==> config.mk <==
export PLATFORM = sky130hd
export DESIGN_NAME = icfc_back
export DESIGN_NICKNAME = d
export VERILOG_FILES = /design/src/hdl/icfc_pkg.sv /design/src/hdl/icfc_back.sv
export SDC_FILE = /design/constraint.sdc
export NUM_CORES = 1
export LEC_CHECK = 0
export CORE_MARGIN = 5
export CORE_UTILIZATION = 60
export CTS_BUF_LIST = sky130_fd_sc_hd__clkbuf_2
export CTS_CLUSTER_SIZE = 8
export DETAILED_ROUTE_END_ITERATION = 7
export DONT_BUFFER_PORTS = 1
export PLACE_DENSITY = 0.76
export SLEW_MARGIN = 20
export SYNTH_ARGS = -nofsm -noshare
export SYNTH_HDL_FRONTEND = slang
export SYNTH_SLANG_ARGS = --single-unit
==> constraint.sdc <==
create_clock -name i_clk -period 7.4 [get_ports i_clk]
set_input_delay 0.74 -clock i_clk [delete_from_list [all_inputs] [get_ports i_clk]]
set_output_delay 0.74 -clock i_clk [all_outputs]
set_load 0.01 [all_outputs]
==> src/hdl/icfc_pkg.sv <==
// shared types and constants of the ir command frame checker
// used by every module of the block, depends on nothing
`default_nettype none

package icfc_pkg;

    localparam int FRAME_BYTES  = 8;
    localparam int MAX_COMMANDS = 16;
    localparam int LISTENERS    = 16;
    localparam int IDX_W        = $clog2(FRAME_BYTES);
    localparam int CNT_W        = $clog2(FRAME_BYTES + 2);
    localparam int QUEUE_DEPTH  = 2;
    localparam int QPTR_W       = $clog2(QUEUE_DEPTH);
    localparam int QCNT_W       = $clog2(QUEUE_DEPTH + 1);
    localparam int CFG_IDX_W    = 3;
    localparam int CFG_DATA_W   = 16;

    localparam logic [CFG_IDX_W-1:0] CFG_HEAD_FIRST    = 3'd0;
    localparam logic [CFG_IDX_W-1:0] CFG_HEAD_SECOND   = 3'd1;
    localparam logic [CFG_IDX_W-1:0] CFG_TAIL_FIRST    = 3'd2;
    localparam logic [CFG_IDX_W-1:0] CFG_TAIL_SECOND   = 3'd3;
    localparam logic [CFG_IDX_W-1:0] CFG_SUM_MASK      = 3'd4;
    localparam logic [CFG_IDX_W-1:0] CFG_TOGGLE_MASK   = 3'd5;
    localparam logic [CFG_IDX_W-1:0] CFG_LISTENER_MASK = 3'd6;

    typedef logic [FRAME_BYTES-1:0][7:0] t_bytes;

    typedef struct packed {
        logic        len_ok;
        t_bytes      bytes;
        logic [31:0] stamp;
    } t_frame;

    typedef struct packed {
        logic [7:0]           head_first;
        logic [7:0]           head_second;
        logic [7:0]           tail_first;
        logic [7:0]           tail_second;
        logic [7:0]           sum_mask;
        logic [7:0]           toggle_mask;
        logic [LISTENERS-1:0] listener_mask;
    } t_cfg;

endpackage

`default_nettype wire

==> src/hdl/icfc_back.sv <==
// checker: judges one frame record a cycle unless stalled, tracks the
// last command and the sticky pending flag, holds results, uses icfc_pkg
`default_nettype none

module icfc_back
    import icfc_pkg::*;
(
    input  wire logic   i_clk,
    input  wire logic   i_rst_n,
    input  wire t_cfg   i_cfg,
    input  wire logic   i_frame_valid,
    input  wire t_frame i_frame,
    output logic        o_pop,
    input  wire logic   i_out_stall,
    output logic        o_out_valid,
    output logic        o_frame_good,
    output logic        o_fresh_command,
    output logic [7:0]  o_command_code,
    output logic        o_notify_listener,
    output logic [31:0] o_stamp_out,
    output logic        o_any_pending
);

    logic        r_seen, r_prev_toggle, r_pending, r_out_valid;
    logic [7:0]  r_prev_cmd;
    logic [9:0]  sum;
    logic [15:0] prod;
    logic [7:0]  chk, cmd, k;
    logic        good, toggle, fresh, in_range, notify;

    assign o_pop = i_frame_valid & (~r_out_valid | ~i_out_stall);

    always_comb begin
        sum  = 10'(i_frame.bytes[2]) + 10'(i_frame.bytes[3]) + 10'(i_frame.bytes[4]);
        prod = sum[7:0] * sum[7:0];
        chk  = ~prod[7:0] & i_cfg.sum_mask;
        good = i_frame.len_ok
            && i_frame.bytes[0] == i_cfg.head_first
            && i_frame.bytes[1] == i_cfg.head_second
            && chk == (i_frame.bytes[5] & i_cfg.sum_mask)
            && i_frame.bytes[6] == i_cfg.tail_first
            && i_frame.bytes[7] == i_cfg.tail_second;
        cmd      = i_frame.bytes[4];
        toggle   = |(i_frame.bytes[5] & i_cfg.toggle_mask);
        fresh    = good && (!r_seen || toggle != r_prev_toggle || cmd != r_prev_cmd);
        in_range = cmd != 8'd0 && cmd <= 8'(MAX_COMMANDS);
        k        = cmd - 8'd1;
        notify   = fresh && in_range && cmd <= 8'(LISTENERS)
                   && i_cfg.listener_mask[k[$clog2(LISTENERS)-1:0]];
    end

    always_ff @(posedge i_clk) begin
        if (!i_rst_n) begin
            r_seen        <= 1'b0;
            r_prev_toggle <= 1'b0;
            r_prev_cmd    <= '0;
            r_pending     <= 1'b0;
            r_out_valid   <= 1'b0;
        end else begin
            if (o_pop) begin
                r_out_valid <= 1'b1;
                if (fresh) begin
                    r_seen        <= 1'b1;
                    r_prev_toggle <= toggle;
                    r_prev_cmd    <= cmd;
                end
                if (fresh && in_range) begin
                    r_pending <= 1'b1;
                end
            end else if (!i_out_stall) begin
                r_out_valid <= 1'b0;
            end
        end
    end

    always_ff @(posedge i_clk) begin
        if (o_pop) begin
            o_frame_good      <= good;
            o_fresh_command   <= fresh;
            o_command_code    <= good ? cmd : 8'd0;
            o_notify_listener <= notify;
            o_stamp_out       <= notify ? i_frame.stamp : 32'd0;
            o_any_pending     <= r_pending | (fresh & in_range);
        end
    end

    assign o_out_valid = r_out_valid;

endmodule

`default_nettype wire

# Word level (Yosys, flattened, before mapping)
# Index checks and enable logic that the tools add are counted.
[op_classes]
add_sub_neg = 3
multipliers = 1
div_mod_pow = 0
order_cmp = 2
eq_ne = 8
shift = 0
n_mux = 4
bitwise_logic = 10
n_reduce_logical = 17
[ops]
columns = ["op", "n"]
rows = [
  ["8-bit == test", 5],
  ["8-bit bitwise AND", 3],
  ["8-bit adder", 2],
  ["1-bit logical AND", 10],
  ["8-bit by 5-bit less-or-equal comparator with 1-bit output, second input constant", 1],
  ["8-bit by 8-bit multiplier with 8-bit output", 1],
  ["8-bit inequality test", 1],
  ["8-bit inverter", 1],
  ["8-bit nonzero test", 1],
  ["8-bit OR reduction", 1],
  ["4-bit by 5-bit < comparator with 1-bit output, second input constant", 1],
  ["1-bit binary-select mux with 4-bit select", 1],
  ["2-bit AND reduction", 2],
  ["4-bit by 1-bit subtractor with 4-bit output, second input constant", 1],
  ["1-bit two-way mux", 3],
  ["1-bit bitwise AND", 2],
  ["1-bit logical OR", 2],
  ["2-bit inequality test, second input constant", 1],
  ["1-bit inverter", 2],
  ["1-bit bitwise OR", 2],
  ["1-bit logical NOT", 1],
  ["1-bit inequality test", 1],
]
[word_totals]
register_bits = 56
latch_bits = 0
mem_bits_rw = 0
romBits = 0
in_bits = 165
n_memories = 0

# Longest topological paths before layout
# Gate-level depths: netlist of the first run.
[logic_depth]
ltp_word = 13
ltp_mapped = 25
depth_no_buf = 24

# Worst setup path after synthesis of the first run
# No wires, ideal clock.
[synth_path]
path_type = "input-to-reg"
from = "in i_frame[50] in the netlist's numbering"
to = "reg o_notify_listener, data pin"
arrival_time_ns = 5.492
slack_ns = 1.647
stages = 21
path_buffers = 1
cell_sequence = "fa_1 -> ha_1 -> a21o_1 -> a21oi_1 -> o21bai_1 -> a21oi_1 -> xnor2_1 -> and2_1 -> ha_1 -> ha_1 -> fa_1 -> inv_1 -> fa_1 -> inv_1 -> ha_1 -> a21oi_1 -> xnor2_2 -> xnor2_1 -> o211ai_4 -> buf_4 -> nor2_1"
[synth_via]
elab_chain_len = 13
[synth_rtl]
columns = ["item", "line_no", "text"]
rows = [
  ["start: declaration", "icfc_back.sv:12", "input wire t_frame i_frame,"],
  ["8-bit adder (2 in a row)", "icfc_back.sv:34", "sum = 10'(i_frame.bytes[2]) + 10'(i_frame.bytes[3]) + 10'(i_frame.bytes[4]);"],
  ["8-bit by 8-bit multiplier with 8-bit output", "icfc_back.sv:35", "prod = sum[7:0] * sum[7:0];"],
  ["8-bit inverter", "icfc_back.sv:36", "chk = ~prod[7:0] & i_cfg.sum_mask;"],
  ["8-bit bitwise AND", "icfc_back.sv:36", ""],
  ["8-bit == test", "icfc_back.sv:40", "&& chk == (i_frame.bytes[5] & i_cfg.sum_mask)"],
  ["1-bit logical AND", "icfc_back.sv:40", ""],
  ["1-bit logical AND", "icfc_back.sv:41", "&& i_frame.bytes[6] == i_cfg.tail_first"],
  ["1-bit logical AND", "icfc_back.sv:42", "&& i_frame.bytes[7] == i_cfg.tail_second;"],
  ["1-bit logical AND", "icfc_back.sv:45", "fresh = good && (!r_seen || toggle != r_prev_toggle || cmd != r_prev_cmd);"],
  ["1-bit logical AND (2 in a row)", "icfc_back.sv:48", "notify = fresh && in_range && cmd <= 8'(LISTENERS)"],
  ["1-bit logical AND", "icfc_back.sv:49", "&& i_cfg.listener_mask[k[$clog2(LISTENERS)-1:0]];"],
  ["named net notify", "icfc_back.sv:29", "logic good, toggle, fresh, in_range, notify;"],
  ["end signal: assignment", "icfc_back.sv:81", "o_notify_listener <= notify;"],
  ["end: declaration", "icfc_back.sv:19", "output logic o_notify_listener,"],
]
# The timed path passes the listed nets, and every way through them passes these cells.
# A chain may end at the register's enable or synchronous reset.

# Final worst setup path of the first run
[layout_path]
from = "in i_frame[65] in the netlist's numbering"
to = "reg r_prev_cmd[4]"
[layout_via]
elab_chain_len = 10
[layout_rtl]
columns = ["item", "line_no", "text"]
rows = [
  ["8-bit adder", "icfc_back.sv:34", ""],
  ["8-bit by 8-bit multiplier with 8-bit output", "icfc_back.sv:35", ""],
  ["8-bit inverter", "icfc_back.sv:36", ""],
  ["8-bit bitwise AND", "icfc_back.sv:36", ""],
  ["8-bit == test", "icfc_back.sv:40", ""],
  ["1-bit logical AND", "icfc_back.sv:40", ""],
  ["1-bit logical AND", "icfc_back.sv:41", ""],
  ["1-bit logical AND", "icfc_back.sv:42", ""],
  ["1-bit logical AND *", "icfc_back.sv:45", ""],
  ["2-bit AND reduction (no source line) *", "n/a", ""],
  ["end signal: assignment", "icfc_back.sv:65", "r_prev_cmd <= cmd;"],
  ["end: declaration", "icfc_back.sv:25", "logic [7:0] r_prev_cmd;"],
]
# Mark *: on every way between the ends. The rest lies on a longest branch, timed or not.

==> results of run 1 <==
==> cell usage after synthesis, drive strengths merged (3+ instances only) <==
master	number	area, um^2
a21o	4	30.0
a21oi	8	40.0
a22oi	5	37.5
and2	6	37.5
buf	10	77.6
clkbuf	4	15.0
dfxtp	12	240
edfxtp	44	1320
fa	16	320
ha	18	225
inv	64	240
mux2i	11	110
mux4	4	90.1
nand2	27	101
nand2b	3	18.8
nand4	7	43.8
nor2	11	41.3
nor2b	3	18.8
nor3	36	325
nor4	7	43.8
o211ai	3	41.3
xnor2	27	244
xor2	33	289
==> flip-flops by register name, summed over array words and instances, names as in the netlist <==
signal / count
o_any_pending: 1
o_command_code: 8
o_frame_good: 1
o_fresh_command: 1
o_notify_listener: 1
o_out_valid: 1
o_stamp_out: 32
r_pending: 1
r_prev_cmd: 8
r_prev_toggle: 1
r_seen: 1
==> layout make-up <==
class,instances,area [um^2]
Tap cell,96,120
Sequential cell,56,1560
Fill cell,535,2510
Inverter,66,248
Clock inverter,2,12.5
Clock buffer,5,25.0
Timing Repair Buffer,3,22.5
Multi-Input combinational cell,248,2290
==> power by group <==
| group | leakage, nW | switching, mW | internal (mW) |
|---|---|---|---|
| Clock | 0.0248 | 0.0897 | 0.0209 |
| Combinational | 1.13 | 0.356 | 0.310 |
| Sequential | 0.533 | 0.0127 | 0.352 |
==> per-layer routing <==
layer  global-route usage, %  part of all wire (%)  routed length (um)  up-vias
li1                        -                     -                   -     1275
met1                    22.8                    37                3430     1290
met2                    36.6                    53                4900      117
met3                    6.60                   8.2                 751        6
met4                    2.81                  0.84                  77        0
met5                       0                     0                   0        -
==> how the worst max path moves through the flow <==
stage                            from                end  slack [ns]  cells past startpoint
after floorplan           i_frame[50]  o_notify_listener        1.65                     21
final                     i_frame[65]      r_prev_cmd[4]        1.44                     24
after detailed placement  i_frame[65]      r_prev_cmd[4]        0.93                     24
after CTS                 i_frame[65]      r_prev_cmd[4]        1.38                     24
after global placement    i_frame[65]    o_stamp_out[12]        1.06                     25
after global routing      i_frame[65]      r_prev_cmd[4]        1.14                     24
==> cell families (layout without fill, tap and decap cells) <==
kind of cell,count (synthesis),in the layout,share of synthesized area [%]
simple gates,105,105,16.1
buf+inv,80,76,8.15
xor+xnor,62,62,13.8
flops,56,56,37.4
fa+ha+maj,34,34,13.1
compound gates,30,30,6.11
mux,17,17,5.33
==> out/metrics.csv, run 1 <==
stage;metric;value;unit
critical_path;reg2reg start;o_out_valid;
clock_tree;clk sinks;56;
clock_tree;Max H-tree Level;2;
worst_hold_path;Hold EP;r_seen;
final_layout;fin cells;476;
final_layout;Antenna diodes;0;
clock_tree;clock tree from TritonCTS;done;
route;Pre-Repair DR Iteration Count;4;
final_layout;fin nets;579;
critical_path;Critical Path AT;6.32;ns
place;pre-CTS setup slack;0.933;ns
worst_hold_path;hold depth;1;
synth;Most used DFF post-synth;edfxtp_1;
power_and_ir_drop;Power, Total;1.14;mW
sta;Worst-Margin Slew;0.616;ns
place;gpl congestion;0.822;
run;number of max-cap violations;0;
route;Total Wirelength;9150;um
grt;gr ovfl total;0;
clock_tree;clk slew on worst S/H paths;0.25;ns
critical_path;CP delay by family, top;adder cells;
place;placed insts;469;
sta;fmax;0.168;GHz
worst_hold_path;Hold Startpoint;i_rst_n;
die;Starting Density;61.5;%
grt;initial antenna violation count;0;
sta;relative slew slack;59.0;%
sta;PnR worst setup slack;1.44;ns
worst_hold_path;Min-Delay Path Class;in2reg;
route;via count;2688;
critical_path;crit-path max cell delay;0.60;ns
final_layout;layout cells sized above 1;13.9;%
clock_tree;postcts setup bufs;0;
route;remaining antenna violation count after routing;0;
critical_path;slowest CP cell;o2111a_1;
sta;Tmin final;5.96;ns
synth;number of flops mapped to enable cells by yosys;44;
sta;Slew Limit Fails;0;
route;Vias/cell;5.65;
die;die area;8730;um^2
power_and_ir_drop;VDD IR max;182;uV
grt;first-pass GRT wire length;13500;um
final_layout;most frequent cells in the layout;inv_1, edfxtp_1, xor2_1;
die;io pins;211;
critical_path;CP Max Fanout;10;
critical_path;reg2reg setup slack;5.19;ns
synth;number of synthesized register bits;56;
place;DPL Wire Length;7690;um
grt;GRT Overall Usage;19.9;%
route;DRC violations left;0;
place;DP Area;4250;um^2
critical_path;CP dominant cell by count;inv_1;
critical_path;r2r worst-path depth;5;
critical_path;FF-to-FF End;r_prev_cmd[4];
critical_path;worst path bufs/invs;8;
grt;largest net degree at the start of global routing;48;
sta;setup TNS;0;ns
place;Buffers on Ports;0;
synth;Synthesis Warnings;0;
sta;Final period util;80.6;%
clock_tree;CTS resizes;0;
final_layout;final core utilization;63.0;%
sta;worst hold margin;0.422;ns
sta;Worst Skew;0.0118;ns
final_layout;P&R area growth vs syn;2.58;%
die;Die Ht;93.4;um
power_and_ir_drop;P_leak;1.69;nW
clock_tree;Root Buffer;clkbuf_2;
synth;Async SR Flop Fraction;0;%
grt;vias in the first global route;2762;
power_and_ir_drop;PwrDens;266;nW/um^2
clock_tree;worst skew pair latency;0.41;ns
sta;final setup violation count;0;
run_status;status;finished clean;
sta;Hold Vio Cnt, Final;0;
clock_tree;maximum clock path buffer count;2;
final_layout;leading cell type in the layout, fill and taps excluded;inv_1;
synth;Synth Cell Area;4180;um^2
clock_tree;CTS Hold Bufs;0;
die;die width;93.4;um
synth;Post-Syn Nets;583;
sta;RSZ-0062 raised after global routing;false;
critical_path;Cell Chain, Critical Path;inv_1 > fa_1 > inv_1 > ha_1 > inv_1 > fa_1 > xnor2_1 > nand2_1 > inv_1 > fa_1 > inv_1 > fa_1 > inv_1 > ha_1 > inv_1 > fa_1 > inv_1 > ha_1 > a21o_1 > a21oi_1 > xnor2_2 > xnor2_1 > o2111a_1 > mux2i_1;
critical_path;critical path capture point type;flip-flop;
clock_tree;CTS buffer count;5;
final_layout;cell area after layout;4280;um^2
die;standard-cell rows;30;
die;core region area;6790;um^2
route;drt wl/cell;19.2;um
synth;sequential share of the synthesized area;37.4;%
critical_path;WP data required;7.75;ns
critical_path;Worst Setup Path Type;in2reg;
synth;syn_area_per_cell;10.9;um^2
route;Iter 0 DRT Violations;90;
synth;post-synthesis cell type count;45;
critical_path;Worst setup SP type;primary input;
synth;post-synthesis cell count;384;
No activity file was read; power rests on OpenSTA's default activity.
==> inputs of run 2 (changes only) <==
--- a/config.mk
+++ b/config.mk
@@ -11,7 +11,7 @@
 export CTS_CLUSTER_SIZE = 8
 export DETAILED_ROUTE_END_ITERATION = 7
 export DONT_BUFFER_PORTS = 1
-export PLACE_DENSITY = 0.76
+export PLACE_DENSITY = 0.79
 export SLEW_MARGIN = 20
 export SYNTH_ARGS = -nofsm -noshare
 export SYNTH_HDL_FRONTEND = slang
==> constraint.sdc (replaced) <==
create_clock -name i_clk -period 4.8 [get_ports i_clk]
set_input_delay 0.48 -clock i_clk [delete_from_list [all_inputs] [get_ports i_clk]]
set_output_delay 0.48 -clock i_clk [all_outputs]
set_load 0.01 [all_outputs]
==> out/metrics.csv, run 2 (synthesis gave the netlist of run 1 again) <==
stage;metric;value;unit
critical_path;CP dominant cell by count;inv_2;
critical_path;crit-path max cell delay;0.50;ns
critical_path;Worst Setup Path Type;in2reg;
sta;Hold Vio Cnt, Final;0;
sta;setup TNS;-7.64;ns
place;DPL Wire Length;7750;um
run_status;failing checks;negative setup slack;
die;standard-cell rows;30;
worst_hold_path;Hold Startpoint;i_rst_n;
clock_tree;Max H-tree Level;2;
run_status;status;complete, but fails checks;
critical_path;CP Max Fanout;11;
power_and_ir_drop;Power, Total;2.18;mW
sta;Slew Limit Fails;0;
critical_path;critical path capture point type;flip-flop;
sta;final setup violation count;53;
final_layout;layout cells sized above 1;28.9;%
critical_path;Critical Path AT;5.26;ns
final_layout;most frequent cells in the layout;inv_1, edfxtp_1, xor2_1;
clock_tree;Root Buffer;clkbuf_2;
sta;Worst Skew;0.0172;ns
final_layout;max FFs per register;32;
critical_path;FF-to-FF End;o_stamp_out[27];
final_layout;Largest Register;o_stamp_out;
run;number of max-cap violations;0;
route;Pre-Repair DR Iteration Count;4;
clock_tree;clk slew on worst S/H paths;0.25;ns
final_layout;filler instances;490;
final_layout;fin nets;606;
critical_path;reg2reg setup slack;2.45;ns
sta;PnR worst setup slack;-0.195;ns
sta;RSZ-0062 raised after global routing;true;
route;Vias/cell;5.49;
grt;vias in the first global route;2923;
final_layout;Antenna diodes;0;
grt;largest net degree at the start of global routing;48;
sta;relative slew slack;24.3;%
die;Die Ht;93.4;um
worst_hold_path;Hold EP;r_seen;
critical_path;slowest CP cell;fa_1;
final_layout;cell area after layout;4790;um^2
power_and_ir_drop;sw power;0.838;mW
sta;Final period util;104;%
grt;first-pass GRT wire length;14100;um
place;gpl congestion;0.772;
clock_tree;clk sinks;56;
clock_tree;maximum clock path buffer count;2;
worst_hold_path;Min-Delay Path Class;in2reg;
route;DRC violations left;0;
clock_tree;clock tree from TritonCTS;done;
grt;GRT Overall Usage;20.8;%
route;Total Wirelength;9370;um
power_and_ir_drop;sequential power share;25.7;%
critical_path;reg2reg start;r_prev_cmd[0];
grt;initial antenna violation count;0;
route;remaining antenna violation count after routing;0;
clock_tree;worst skew pair latency;0.42;ns
power_and_ir_drop;Int Pwr;1.34;mW
route;drt wl/cell;18.6;um
die;core region area;6790;um^2
sta;fmax;0.200;GHz
die;die area;8730;um^2
power_and_ir_drop;PwrDens;455;nW/um^2
power_and_ir_drop;switch share;38.4;%
critical_path;WP data required;5.07;ns
place;DP Area;4550;um^2
power_and_ir_drop;P_leak;1.91;nW
power_and_ir_drop;VDD IR max;580;uV
route;via count;2767;
final_layout;P&R area growth vs syn;14.8;%
route;Iter 0 DRT Violations;89;
die;io pins;211;
clock_tree;CTS buffer count;5;
die;Starting Density;61.5;%
place;Buffers on Ports;0;
clock_tree;CTS Hold Bufs;0;
critical_path;r2r worst-path depth;7;
final_layout;leading cell type in the layout, fill and taps excluded;inv_1;
grt;gr ovfl total;0;
critical_path;Worst setup SP type;primary input;
sta;Tmin final;5.00;ns
power_and_ir_drop;clock share of power;7.9;%
sta;Worst-Margin Slew;1.13;ns
die;die width;93.4;um
worst_hold_path;hold depth;1;
final_layout;Largest regs;o_stamp_out (32), o_command_code (8), r_prev_cmd (8);
power_and_ir_drop;Comb power frac;66.5;%
## run 2: cell count changes in the layout (fill, tap and decap cells not counted), sizes merged
| cell | delta |
|---|---|
| buf | +24 |
| clkbuf | +4 |
## run 2: layer usage
metal	global-route usage (%)	wire length [um]	part of all wire (%)	vias up
met2	40.3	5190	55	136
met1	22.1	3350	36	1290
met5	0	0	0	-
met3	5.15	666	7.1	14
li1	-	-	-	1327
met4	5.74	167	1.8	0
## run 2: worst max-delay path: cells and delay by family
family          cells  cell delay (ns)
fa+ha+maj           8             2.71
buf+inv            10             0.72
simple gates        3             0.35
compound gates      3             0.68
xor+xnor            2             0.33
## run 2: through the flow
| step | hold slack (ns) | util (%) | cells | setup WS, ns |
|---|---|---|---|---|
| final | 0.146 | 70.6 | 504 | -0.195 |
| after global routing | 0.0808 | 70.6 | 504 | -0.396 |
| after CTS | 0.119 | 68.4 | 500 | -0.219 |
| after detailed placement | 0.446 | 67.0 | 490 | -0.691 |
| after global placement | 0.430 | 67.0 | 490 | -0.566 |
| after floorplan | 0.422 | - | 384 | -0.406 |
## run 2: worst max path at each step
| stage | start | cells past startpoint | to | slack (ns) |
|---|---|---|---|---|
| 2_1_floorplan | i_frame[49] | 24 | o_stamp_out[0] | -0.41 |
| 3_3_place_gp | i_frame[49] | 25 | o_stamp_out[16] | -0.57 |
| 4_1_cts | i_frame[49] | 25 | o_stamp_out[21] | -0.22 |
| 3_5_place_dp | i_frame[49] | 25 | o_stamp_out[15] | -0.69 |
| 6_report | i_frame[49] | 26 | o_stamp_out[15] | -0.20 |
| 5_1_grt | i_frame[49] | 26 | o_stamp_out[18] | -0.40 |
## run 2: repair_timing
item	in CTS	in global routing
cloned	1	2
pin swaps	0	15
setup endpoints to repair	54	55
setup buffers	1	2
gates resized for setup	6	20
## run 2: layout make-up
cell class | count | area (um^2) | share of cell area [%]
well taps | 96 | 120 | 2.51
clock buffers | 6 | 30.0 | 0.626
clock inverters | 2 | 11.3 | 0.235
multi-input cells | 248 | 2500 | 52.2
inverters | 66 | 255 | 5.32
flip-flops and latches | 56 | 1560 | 32.6
repair buffers | 30 | 314 | 6.55
## run 2: power groups by stage
stage / clock network [mW] / logic, mW / registers [mW]
after floorplan: 0 / 1.12 / 0.570
after global placement: 0 / 1.37 / 0.571
after detailed placement: 0 / 1.41 / 0.572
after CTS: 0.177 / 1.43 / 0.561
after global routing: 0.198 / 1.61 / 0.563
final: 0.171 / 1.45 / 0.560
